===== src/adcbar_pkg.sv =====
// Package for the block-averaging ratiometric ADC front end.
// Holds transaction payload types, field widths, register indexes and sequencer states.
// No dependencies.
`default_nettype none

package adcbar_pkg;

   localparam int SAMPLE_W = 12;
   localparam int AVG_W    = 12;
   localparam int VOLT_W   = 16;
   localparam int RATIO_W  = 8;
   localparam int CNT_W    = 9;
   localparam int CNT_MAX  = (1 << CNT_W) - 1;
   localparam int NUM_CH   = 5;
   localparam int CH_W     = 3;
   localparam int MUL_W    = VOLT_W + AVG_W;
   localparam int PROD_W   = MUL_W + RATIO_W;
   localparam int STEP_W   = 6;
   localparam int CSR_IDX_W  = 2;
   localparam int CSR_DATA_W = 16;

   localparam logic [AVG_W-1:0]  AVG_MAX  = '1;
   localparam logic [VOLT_W-1:0] VOLT_MAX = '1;

   localparam logic [CH_W-1:0] CH_SUPPLY = 3'd0;
   localparam logic [CH_W-1:0] CH_REF    = 3'd4;

   localparam logic [CSR_IDX_W-1:0] CSR_AVERAGE_COUNT        = 2'd0;
   localparam logic [CSR_IDX_W-1:0] CSR_REFERENCE_MILLIVOLTS = 2'd1;
   localparam logic [CSR_IDX_W-1:0] CSR_DIVIDER_RATIO        = 2'd2;

   localparam logic [CNT_W-1:0]   RESET_AVERAGE_COUNT = 9'd16;
   localparam logic [VOLT_W-1:0]  RESET_REFERENCE_MV  = 16'd2500;
   localparam logic [RATIO_W-1:0] RESET_DIVIDER_RATIO = 8'd1;

   typedef struct packed {
      logic [SAMPLE_W-1:0] supply_sample;
      logic [SAMPLE_W-1:0] thermistor1_sample;
      logic [SAMPLE_W-1:0] thermistor2_sample;
      logic [SAMPLE_W-1:0] current_sample;
      logic [SAMPLE_W-1:0] reference_sample;
   } req_type;

   typedef struct packed {
      logic [VOLT_W-1:0] supply_voltage;
      logic [AVG_W-1:0]  thermistor1_average;
      logic [AVG_W-1:0]  thermistor2_average;
      logic [AVG_W-1:0]  current_average;
      logic [AVG_W-1:0]  reference_average;
      logic              reference_zero;
      logic              voltage_saturated;
   } rsp_type;

   typedef enum logic [2:0] {
      ST_IDLE,
      ST_AVG,
      ST_MUL1,
      ST_MUL2,
      ST_VDIV,
      ST_DONE
   } state_type;

endpackage

`default_nettype wire


===== src/adcbar_if.sv =====
// Channel interfaces for the block-averaging ratiometric ADC front end.
// Sample, result and register write channels; each uses types or widths from adcbar_pkg.
`default_nettype none

interface adcbar_req_if;
   logic              valid;
   logic              ready;
   adcbar_pkg::req_type data;
   modport source (output valid, output data, input ready);
   modport sink   (input valid, input data, output ready);
endinterface

interface adcbar_rsp_if;
   logic              valid;
   logic              ready;
   adcbar_pkg::rsp_type data;
   modport source (output valid, output data, input ready);
   modport sink   (input valid, input data, output ready);
endinterface

interface adcbar_csr_if;
   logic                                 valid;
   logic                                 ready;
   logic [adcbar_pkg::CSR_IDX_W-1:0]  index;
   logic [adcbar_pkg::CSR_DATA_W-1:0] data;
   modport source (output valid, output index, output data, input ready);
   modport sink   (input valid, input index, input data, output ready);
endinterface

`default_nettype wire


===== src/adc_block_average_ratiometric_top.sv =====
// Block-averaging front end for five ADC channels with ratiometric supply scaling.
// Depends on adcbar_pkg and the channel interfaces in adcbar_if.sv.
//
// Usage: each req transaction carries one sample of each of the five channels.
// The first N transactions of a block are summed and give no
// result. The next transaction closes the block: its samples are ignored, the
// five sums are divided by N, and one rsp transaction carries four averages and
// the supply voltage reference_millivolts * avg_supply * divider_ratio / avg_ref.
// While a closing transaction is processed, the single radix-2 restoring divider
// runs the five average divisions and the voltage division one after another.
// When the reference average is zero the voltage division is skipped. req ready
// is low during that time. Registers are written through the csr channel, which
// is always ready. The user must write them only while the block is idle; the
// block does not enforce it. The result waits in an output register; while
// the receiver stalls, further summing transactions are still accepted, and the
// next closing transaction holds before its result until the register is free.
// Reset is synchronous: sums and sample counter clear and registers return to
// average_count 16, reference_millivolts 2500, divider_ratio 1.
`default_nettype none

module adc_block_average_ratiometric_top #(
   parameter int SAMPLE_BITS = 12,
   parameter int MAX_AVERAGE = 256
) (
   input  logic         clock,
   input  logic         reset,
   adcbar_req_if.sink   req_chan,
   adcbar_rsp_if.source rsp_chan,
   adcbar_csr_if.sink   csr_chan
);

   import adcbar_pkg::*;

   localparam int IN_W  = (SAMPLE_BITS < SAMPLE_W) ? SAMPLE_BITS : SAMPLE_W;
   localparam int SUM_W = IN_W + $clog2(MAX_AVERAGE + 1);
   localparam logic [CNT_W-1:0] MAX_N =
      CNT_W'((MAX_AVERAGE > CNT_MAX) ? CNT_MAX : MAX_AVERAGE);

   state_type state_ff, state_in;

   logic [CNT_W-1:0]   avg_count_ff;
   logic [VOLT_W-1:0]  ref_mv_ff;
   logic [RATIO_W-1:0] ratio_ff;

   logic [CNT_W-1:0] cnt_ff;
   logic [SUM_W-1:0] sums_ff [NUM_CH];
   logic [AVG_W-1:0] avg_ff  [NUM_CH];
   logic [CH_W-1:0]  chan_ff;

   logic [PROD_W-1:0] dvd_ff;
   logic [AVG_W-1:0]  rem_ff;
   logic [AVG_W-1:0]  dvs_ff;
   logic [STEP_W-1:0] step_ff;
   logic [MUL_W-1:0]  prod_ff;

   logic    rsp_valid_ff;
   rsp_type rsp_data_ff;

   logic [CNT_W-1:0]  eff_n;
   logic              accum;
   logic              req_fire;
   logic              slot_free;
   logic [AVG_W:0]    rem_shift;
   logic              take;
   logic [AVG_W-1:0]  rem_next;
   logic [PROD_W-1:0] dvd_next;
   logic [AVG_W-1:0]  quot_avg;
   logic [CH_W-1:0]   chan_next;
   logic [SUM_W-1:0]  samples [NUM_CH];

   assign samples[0] = SUM_W'(req_chan.data.supply_sample[IN_W-1:0]);
   assign samples[1] = SUM_W'(req_chan.data.thermistor1_sample[IN_W-1:0]);
   assign samples[2] = SUM_W'(req_chan.data.thermistor2_sample[IN_W-1:0]);
   assign samples[3] = SUM_W'(req_chan.data.current_sample[IN_W-1:0]);
   assign samples[4] = SUM_W'(req_chan.data.reference_sample[IN_W-1:0]);

   always_comb begin
      if (avg_count_ff == '0) begin
         eff_n = CNT_W'(1);
      end else if (32'(avg_count_ff) > 32'(MAX_AVERAGE)) begin
         eff_n = MAX_N;
      end else begin
         eff_n = avg_count_ff;
      end
   end

   assign accum     = (cnt_ff < eff_n);
   assign req_fire  = req_chan.valid && req_chan.ready;
   assign slot_free = !rsp_valid_ff || rsp_chan.ready;
   assign chan_next = chan_ff + CH_W'(1);

   // One restoring division step; quotient bits shift into the dividend register.
   assign rem_shift = {rem_ff, dvd_ff[PROD_W-1]};
   assign take      = (rem_shift >= {1'b0, dvs_ff});
   assign rem_next  = take ? AVG_W'(rem_shift - {1'b0, dvs_ff}) : rem_shift[AVG_W-1:0];
   assign dvd_next  = {dvd_ff[PROD_W-2:0], take};
   assign quot_avg  = (dvd_ff > PROD_W'(AVG_MAX)) ? AVG_MAX : dvd_ff[AVG_W-1:0];

   always_ff @(posedge clock) begin
      if (reset) begin
         state_ff <= ST_IDLE;
      end else begin
         state_ff <= state_in;
      end
   end

   always_comb begin
      state_in       = state_ff;
      req_chan.ready = 1'b0;
      case (state_ff)
         ST_IDLE: begin
            req_chan.ready = 1'b1;
            if (req_fire && !accum) begin
               state_in = ST_AVG;
            end
         end
         ST_AVG: begin
            if (step_ff == '0 && chan_ff == CH_REF) begin
               state_in = ST_MUL1;
            end
         end
         ST_MUL1: begin
            state_in = ST_MUL2;
         end
         ST_MUL2: begin
            state_in = (avg_ff[CH_REF] == '0) ? ST_DONE : ST_VDIV;
         end
         ST_VDIV: begin
            if (step_ff == '0) begin
               state_in = ST_DONE;
            end
         end
         ST_DONE: begin
            if (slot_free) begin
               state_in = ST_IDLE;
            end
         end
         default: begin
            state_in = ST_IDLE;
         end
      endcase
   end

   assign csr_chan.ready = 1'b1;

   always_ff @(posedge clock) begin
      if (reset) begin
         avg_count_ff <= RESET_AVERAGE_COUNT;
         ref_mv_ff    <= RESET_REFERENCE_MV;
         ratio_ff     <= RESET_DIVIDER_RATIO;
         cnt_ff       <= '0;
         rsp_valid_ff <= 1'b0;
         for (int i = 0; i < NUM_CH; i++) begin
            sums_ff[i] <= '0;
         end
      end else begin
         if (csr_chan.valid) begin
            case (csr_chan.index)
               CSR_AVERAGE_COUNT:        avg_count_ff <= csr_chan.data[CNT_W-1:0];
               CSR_REFERENCE_MILLIVOLTS: ref_mv_ff    <= csr_chan.data[VOLT_W-1:0];
               CSR_DIVIDER_RATIO:        ratio_ff     <= csr_chan.data[RATIO_W-1:0];
               default: ;
            endcase
         end
         if (state_ff == ST_IDLE && req_fire && accum) begin
            cnt_ff <= cnt_ff + CNT_W'(1);
            for (int i = 0; i < NUM_CH; i++) begin
               sums_ff[i] <= sums_ff[i] + samples[i];
            end
         end
         if (state_ff == ST_DONE && slot_free) begin
            rsp_valid_ff <= 1'b1;
            cnt_ff       <= '0;
            for (int i = 0; i < NUM_CH; i++) begin
               sums_ff[i] <= '0;
            end
         end else if (rsp_valid_ff && rsp_chan.ready) begin
            rsp_valid_ff <= 1'b0;
         end
      end
   end

   always_ff @(posedge clock) begin
      case (state_ff)
         ST_IDLE: begin
            chan_ff <= CH_SUPPLY;
            dvd_ff  <= {sums_ff[CH_SUPPLY], (PROD_W - SUM_W)'(0)};
            rem_ff  <= '0;
            dvs_ff  <= AVG_W'(eff_n);
            step_ff <= STEP_W'(SUM_W);
         end
         ST_AVG: begin
            if (step_ff != '0) begin
               dvd_ff  <= dvd_next;
               rem_ff  <= rem_next;
               step_ff <= step_ff - STEP_W'(1);
            end else begin
               avg_ff[chan_ff] <= quot_avg;
               if (chan_ff != CH_REF) begin
                  chan_ff <= chan_next;
                  dvd_ff  <= {sums_ff[chan_next], (PROD_W - SUM_W)'(0)};
                  rem_ff  <= '0;
                  step_ff <= STEP_W'(SUM_W);
               end
            end
         end
         ST_MUL1: begin
            prod_ff <= MUL_W'(ref_mv_ff * avg_ff[CH_SUPPLY]);
         end
         ST_MUL2: begin
            dvd_ff  <= PROD_W'(prod_ff * ratio_ff);
            rem_ff  <= '0;
            dvs_ff  <= avg_ff[CH_REF];
            step_ff <= STEP_W'(PROD_W);
         end
         ST_VDIV: begin
            if (step_ff != '0) begin
               dvd_ff  <= dvd_next;
               rem_ff  <= rem_next;
               step_ff <= step_ff - STEP_W'(1);
            end
         end
         ST_DONE: begin
            if (slot_free) begin
               rsp_data_ff.thermistor1_average <= avg_ff[1];
               rsp_data_ff.thermistor2_average <= avg_ff[2];
               rsp_data_ff.current_average     <= avg_ff[3];
               rsp_data_ff.reference_average   <= avg_ff[CH_REF];
               if (avg_ff[CH_REF] == '0) begin
                  rsp_data_ff.supply_voltage    <= VOLT_MAX;
                  rsp_data_ff.reference_zero    <= 1'b1;
                  rsp_data_ff.voltage_saturated <= 1'b0;
               end else if (dvd_ff > PROD_W'(VOLT_MAX)) begin
                  rsp_data_ff.supply_voltage    <= VOLT_MAX;
                  rsp_data_ff.reference_zero    <= 1'b0;
                  rsp_data_ff.voltage_saturated <= 1'b1;
               end else begin
                  rsp_data_ff.supply_voltage    <= dvd_ff[VOLT_W-1:0];
                  rsp_data_ff.reference_zero    <= 1'b0;
                  rsp_data_ff.voltage_saturated <= 1'b0;
               end
            end
         end
         default: ;
      endcase
   end

   assign rsp_chan.valid = rsp_valid_ff;
   assign rsp_chan.data  = rsp_data_ff;

   a_rsp_from_done: assert property (@(posedge clock) disable iff (reset)
      $rose(rsp_valid_ff) |-> $past(state_ff == ST_DONE))
      else $error("result appeared without a completed block");

   a_divisor_nonzero: assert property (@(posedge clock) disable iff (reset)
      (state_ff == ST_AVG || state_ff == ST_VDIV) |-> dvs_ff != '0)
      else $error("divider running with a zero divisor");

   a_block_cleared: assert property (@(posedge clock) disable iff (reset)
      (state_ff == ST_DONE && slot_free) |=> (cnt_ff == '0 && state_ff == ST_IDLE))
      else $error("sample counter not cleared after a block closed");

   a_flags_exclusive: assert property (@(posedge clock) disable iff (reset)
      rsp_valid_ff |-> !(rsp_data_ff.reference_zero && rsp_data_ff.voltage_saturated))
      else $error("zero-reference and saturation flags both set");

   a_no_overwrite: assert property (@(posedge clock) disable iff (reset)
      (rsp_valid_ff && !rsp_chan.ready) |=> rsp_valid_ff)
      else $error("pending result dropped before it was taken");

endmodule

`default_nettype wire


===== src/flat_wrapper.sv =====
// flat-port wrapper written by rule: the top's interface ports become plain ports
module adc_block_average_ratiometric_top_flat import adcbar_pkg::*;
#(
   parameter int SAMPLE_BITS = 12,
   parameter int MAX_AVERAGE = 256
)
  (clock, reset, req_chan_valid, req_chan_data, req_chan_ready, rsp_chan_valid, rsp_chan_data, rsp_chan_ready, csr_chan_valid, csr_chan_index, csr_chan_data, csr_chan_ready);
  adcbar_req_if req_chan_i ();
  adcbar_rsp_if rsp_chan_i ();
  adcbar_csr_if csr_chan_i ();
  input  logic clock;
  input  logic reset;
  input wire logic [$bits(req_chan_i.valid)-1:0] req_chan_valid;
  input wire logic [$bits(req_chan_i.data)-1:0] req_chan_data;
  output wire logic [$bits(req_chan_i.ready)-1:0] req_chan_ready;
  output wire logic [$bits(rsp_chan_i.valid)-1:0] rsp_chan_valid;
  output wire logic [$bits(rsp_chan_i.data)-1:0] rsp_chan_data;
  input wire logic [$bits(rsp_chan_i.ready)-1:0] rsp_chan_ready;
  input wire logic [$bits(csr_chan_i.valid)-1:0] csr_chan_valid;
  input wire logic [$bits(csr_chan_i.index)-1:0] csr_chan_index;
  input wire logic [$bits(csr_chan_i.data)-1:0] csr_chan_data;
  output wire logic [$bits(csr_chan_i.ready)-1:0] csr_chan_ready;
  assign req_chan_i.valid = req_chan_valid;
  assign req_chan_i.data = req_chan_data;
  assign req_chan_ready = req_chan_i.ready;
  assign rsp_chan_valid = rsp_chan_i.valid;
  assign rsp_chan_data = rsp_chan_i.data;
  assign rsp_chan_i.ready = rsp_chan_ready;
  assign csr_chan_i.valid = csr_chan_valid;
  assign csr_chan_i.index = csr_chan_index;
  assign csr_chan_i.data = csr_chan_data;
  assign csr_chan_ready = csr_chan_i.ready;
  adc_block_average_ratiometric_top #(.SAMPLE_BITS(SAMPLE_BITS), .MAX_AVERAGE(MAX_AVERAGE)) u_core (.clock(clock), .reset(reset), .req_chan(req_chan_i), .rsp_chan(rsp_chan_i), .csr_chan(csr_chan_i));
endmodule

===== config.mk =====
export PLATFORM = sky130hd
export DESIGN_NAME = adc_block_average_ratiometric_top_flat
export DESIGN_NICKNAME = d
export VERILOG_FILES = /design/src/adcbar_pkg.sv /design/src/adcbar_if.sv /design/src/adc_block_average_ratiometric_top.sv /design/src/flat_wrapper.sv
export SDC_FILE = /design/constraint.sdc
export NUM_CORES = 2
export LEC_CHECK = 0
export BUFFER_PORTS_ARGS = -buffer_cell sky130_fd_sc_hd__buf_4
export CAP_MARGIN = 20
export CORE_MARGIN = 3
export CORE_UTILIZATION = 56
export DETAILED_ROUTE_END_ITERATION = 6
export HOLD_SLACK_MARGIN = 0.1
export PLACE_DENSITY = 0.77
export SYNTH_ARGS = -nofsm -noshare
export SYNTH_HDL_FRONTEND = slang
export SYNTH_SLANG_ARGS = --single-unit
export TNS_END_PERCENT = 1

===== constraint.sdc =====
create_clock -name clock -period 5.7 [get_ports clock]
set_clock_uncertainty 0.2 [all_clocks]
set_input_delay 0.855 -clock clock [delete_from_list [all_inputs] [get_ports clock]]
set_output_delay 0.855 -clock clock [all_outputs]
set_load 0.02 [all_outputs]

==> metrics <==
Final period util=103%; RePlAce Congestion=0.885; Multi-input gate area=0.0191 mm^2; Primary FF master, synth=edfxtp_1; Syn Std Cell Area=0.0316 mm^2; CP max FO=6; global-route wire length before repair=128000 um; Die Y=244 um; sequential cell area fraction in the yosys report=34.1%; grt total ovfl=0; CTS Sinks=374; post-synth top area share=31.1%; Mapped Cells=3109; TritonRoute pass-1 iters=5; setup ws final=-151 ps; min Tclk post-route=5850 ps; Synth cell types=78; Fin Hold WS=214 ps; WP data arrival=5930 ps; layout cells sized above 1=13.1%; Worst R2R Setup Slack=-150 ps; asr flop ratio synth=0%; DRC=0; port bufs=150; maxcap violations=0; Setup Crit Path Kind=flip-flop to flip-flop; hpwl dp=61400 um; most common library cells after synthesis=inv_1 (409), nand2_1 (336), edfxtp_1 (328); fillers=4426; Max Clock Freq=0.171 GHz; count leader, synth=inv_1; All-Layer GR Usage=26.9%; Hold Path Class=flip-flop to flip-flop; Setup crit start kind=flip-flop; Final #Nets=3910; EDFF count, synth=328; Final Power=0.0120 W; CTS H-Tree Depth=2; crit end category=flip-flop; post-route ant nets=0; maximum VDD drop=439 uV; Layout Cells excl Fill=4096; largest net degree at the start of global routing=106; Setup-failing EPs final=1; leakage=16.0 nW; Slew @ Worst Pin=1100 ps; Clock Latency Late Sink=580 ps; Worst-path clk slew=70 ps; #FFs+latches synth=374; Fin. Hold Viols=0; syn_nets=3701; die area=0.0594 mm^2; vias per inst=5.75; Synth area leader=edfxtp_1; Vias=23600; total wire length=78700 um; Avg WL per Cell=19.2 um; Rel. slew slack=26.4%; failing checks=setup timing; Std-Cell Rows=86; top post-synthesis cells by area=edfxtp_1 (31%), fa_1 (19%), ha_1 (8.2%); Initial Utilization=56.9%; clock root buffer=clkbuf_16; cell total after placement=4013; Num CTS Buffers=41; register area=0.0108 mm^2; Yosys Warn Count=0; # IOs=152; vias in the first global route=24300; required time of the critical path=5780 ps; antenna cell count=0; CTS tree=built; hold buffers post-CTS=0; Mapped Avg Cell Area=10.2 um^2; DR iter-0 viols=2097; post-place setup slack=-297 ps; Final Slew Violations=0; chip width=244 um; fin util=64.7%; status=complete, but fails checks; initial antenna violation count=0; core area=0.0555 mm^2; P per Cell Area=333 mW/mm^2; clock buffer depth=3; RSZ-0062 raised after global routing=true; Syn-to-layout area delta=13.7%
==> kinds of logic (layout without fill, tap and decap cells) <==
| family | count (synthesis) | in the layout | share of synthesized area (%) |
|---|---|---|---|
| simple gates | 1019 | 1019 | 16.0 |
| buf+inv | 530 | 769 | 6.31 |
| fa+ha+maj | 509 | 509 | 27.3 |
| compound gates | 477 | 477 | 9.65 |
| flops | 374 | 374 | 34.1 |
| xor+xnor | 131 | 131 | 3.63 |
| mux | 68 | 68 | 3.03 |
| other cells | 1 | 1 | 0.0119 |
==> worst max-delay path, stage by stage, from the launching register on <==
cell and delay (ps):
edfxtp_1 440, buf_6 170, buf_4 140, nand2_1 80
fa_1 450, fa_2 540, inv_1 50, fa_2 500
fa_1 560, inv_1 70, fa_1 540, inv_1 70
ha_4 250, a21oi_1 130, o21ai_0 90, a31oi_1 210
o211ai_1 170, a21oi_1 190, a21oi_2 70, and4_1 160
or4_1 480
==> routing by layer <==
metal  share of wire [%]  vias to the layer above  track usage [%]
met4                 3.4                        0             8.77
met2                  48                      947             44.5
met3                 6.6                      160             3.39
met5                   0                        -                0
met1                  42                    11600             37.3
li1                    -                    10800                -
==> sequential cells by signal (all words and copies together) (netlist names) <==
signal                 cells
u_core.sums_ff           105
u_core.state_ff            3
u_core.chan_ff             3
u_core.dvs_ff             12
u_core.rsp_chan.valid      1
u_core.ref_mv_ff          16
u_core.cnt_ff              9
rsp_chan_data             36
u_core.dvd_ff             36
u_core.avg_ff             60
u_core.prod_ff            28
u_core.step_ff             6
u_core.ratio_ff            8
u_core.rsp_chan.data      30
u_core.avg_count_ff        9
u_core.rem_ff             12
==> power by group <==
part | switching, W | internal (W)
logic | 0.00302 | 0.00259
clock network | 0.00117 | 0.00167
registers | 0.000173 | 0.00335
total | 0.00436 | 0.00761
==> final cells by class <==
cell class	count	area share, %
Multi-Input combinational cell	2205	53.0
Sequential cell	374	30.0
Timing Repair Buffer	286	6.12
Inverter	410	4.28
Clock buffer	49	2.94
Tap cell	748	2.60
Clock inverter	24	1.04
==> path summary, 6_finish.rpt <==
check	from	endpoint	cells past startpoint
worst min-delay path	u_core.avg_ff[2][11]	rsp_chan_data[37]	0
worst max register to register	u_core.avg_ff[0][4]	u_core.prod_ff[27]	20
worst max-delay path	u_core.avg_ff[0][4]	u_core.prod_ff[27]	20
worst min register to register	u_core.avg_ff[2][11]	rsp_chan_data[37]	0
==> layout by cell type, fill, tap and decap left out, types with 63 or more instances in the layout <==
master | netlist | layout
inv_1 | 409 | 408
ha_1 | 207 | 202
nor2_1 | 192 | 191
edfxtp_1 | 328 | 328
xnor2_1 | 68 | 67
o21ai_0 | 130 | 129
fa_1 | 302 | 299
and2_1 | 247 | 244
nand2_1 | 336 | 333
a21oi_1 | 106 | 102
xor2_1 | 63 | 63
buf_4 | 1 | 275
==> repair_timing <==
| item | 4_1_cts | 5_1_grt |
|---|---|---|
| endpoints found under the hold margin | 0 | 0 |
| buffers inserted | 5 | 2 |
| endpoints found under the setup margin | 8 | 23 |
| pin swaps | 15 | 12 |
| resized for setup | 11 | 27 |
==> per-stage QoR <==
stage	TNS [ps]	instance area, um^2
floorplan	0	31700
global placement	-153	34300
detailed placement	-414	34300
CTS	-157	35800
global route	-1560	35900
finish	-151	35900
Power figures use the tool's default switching activity.
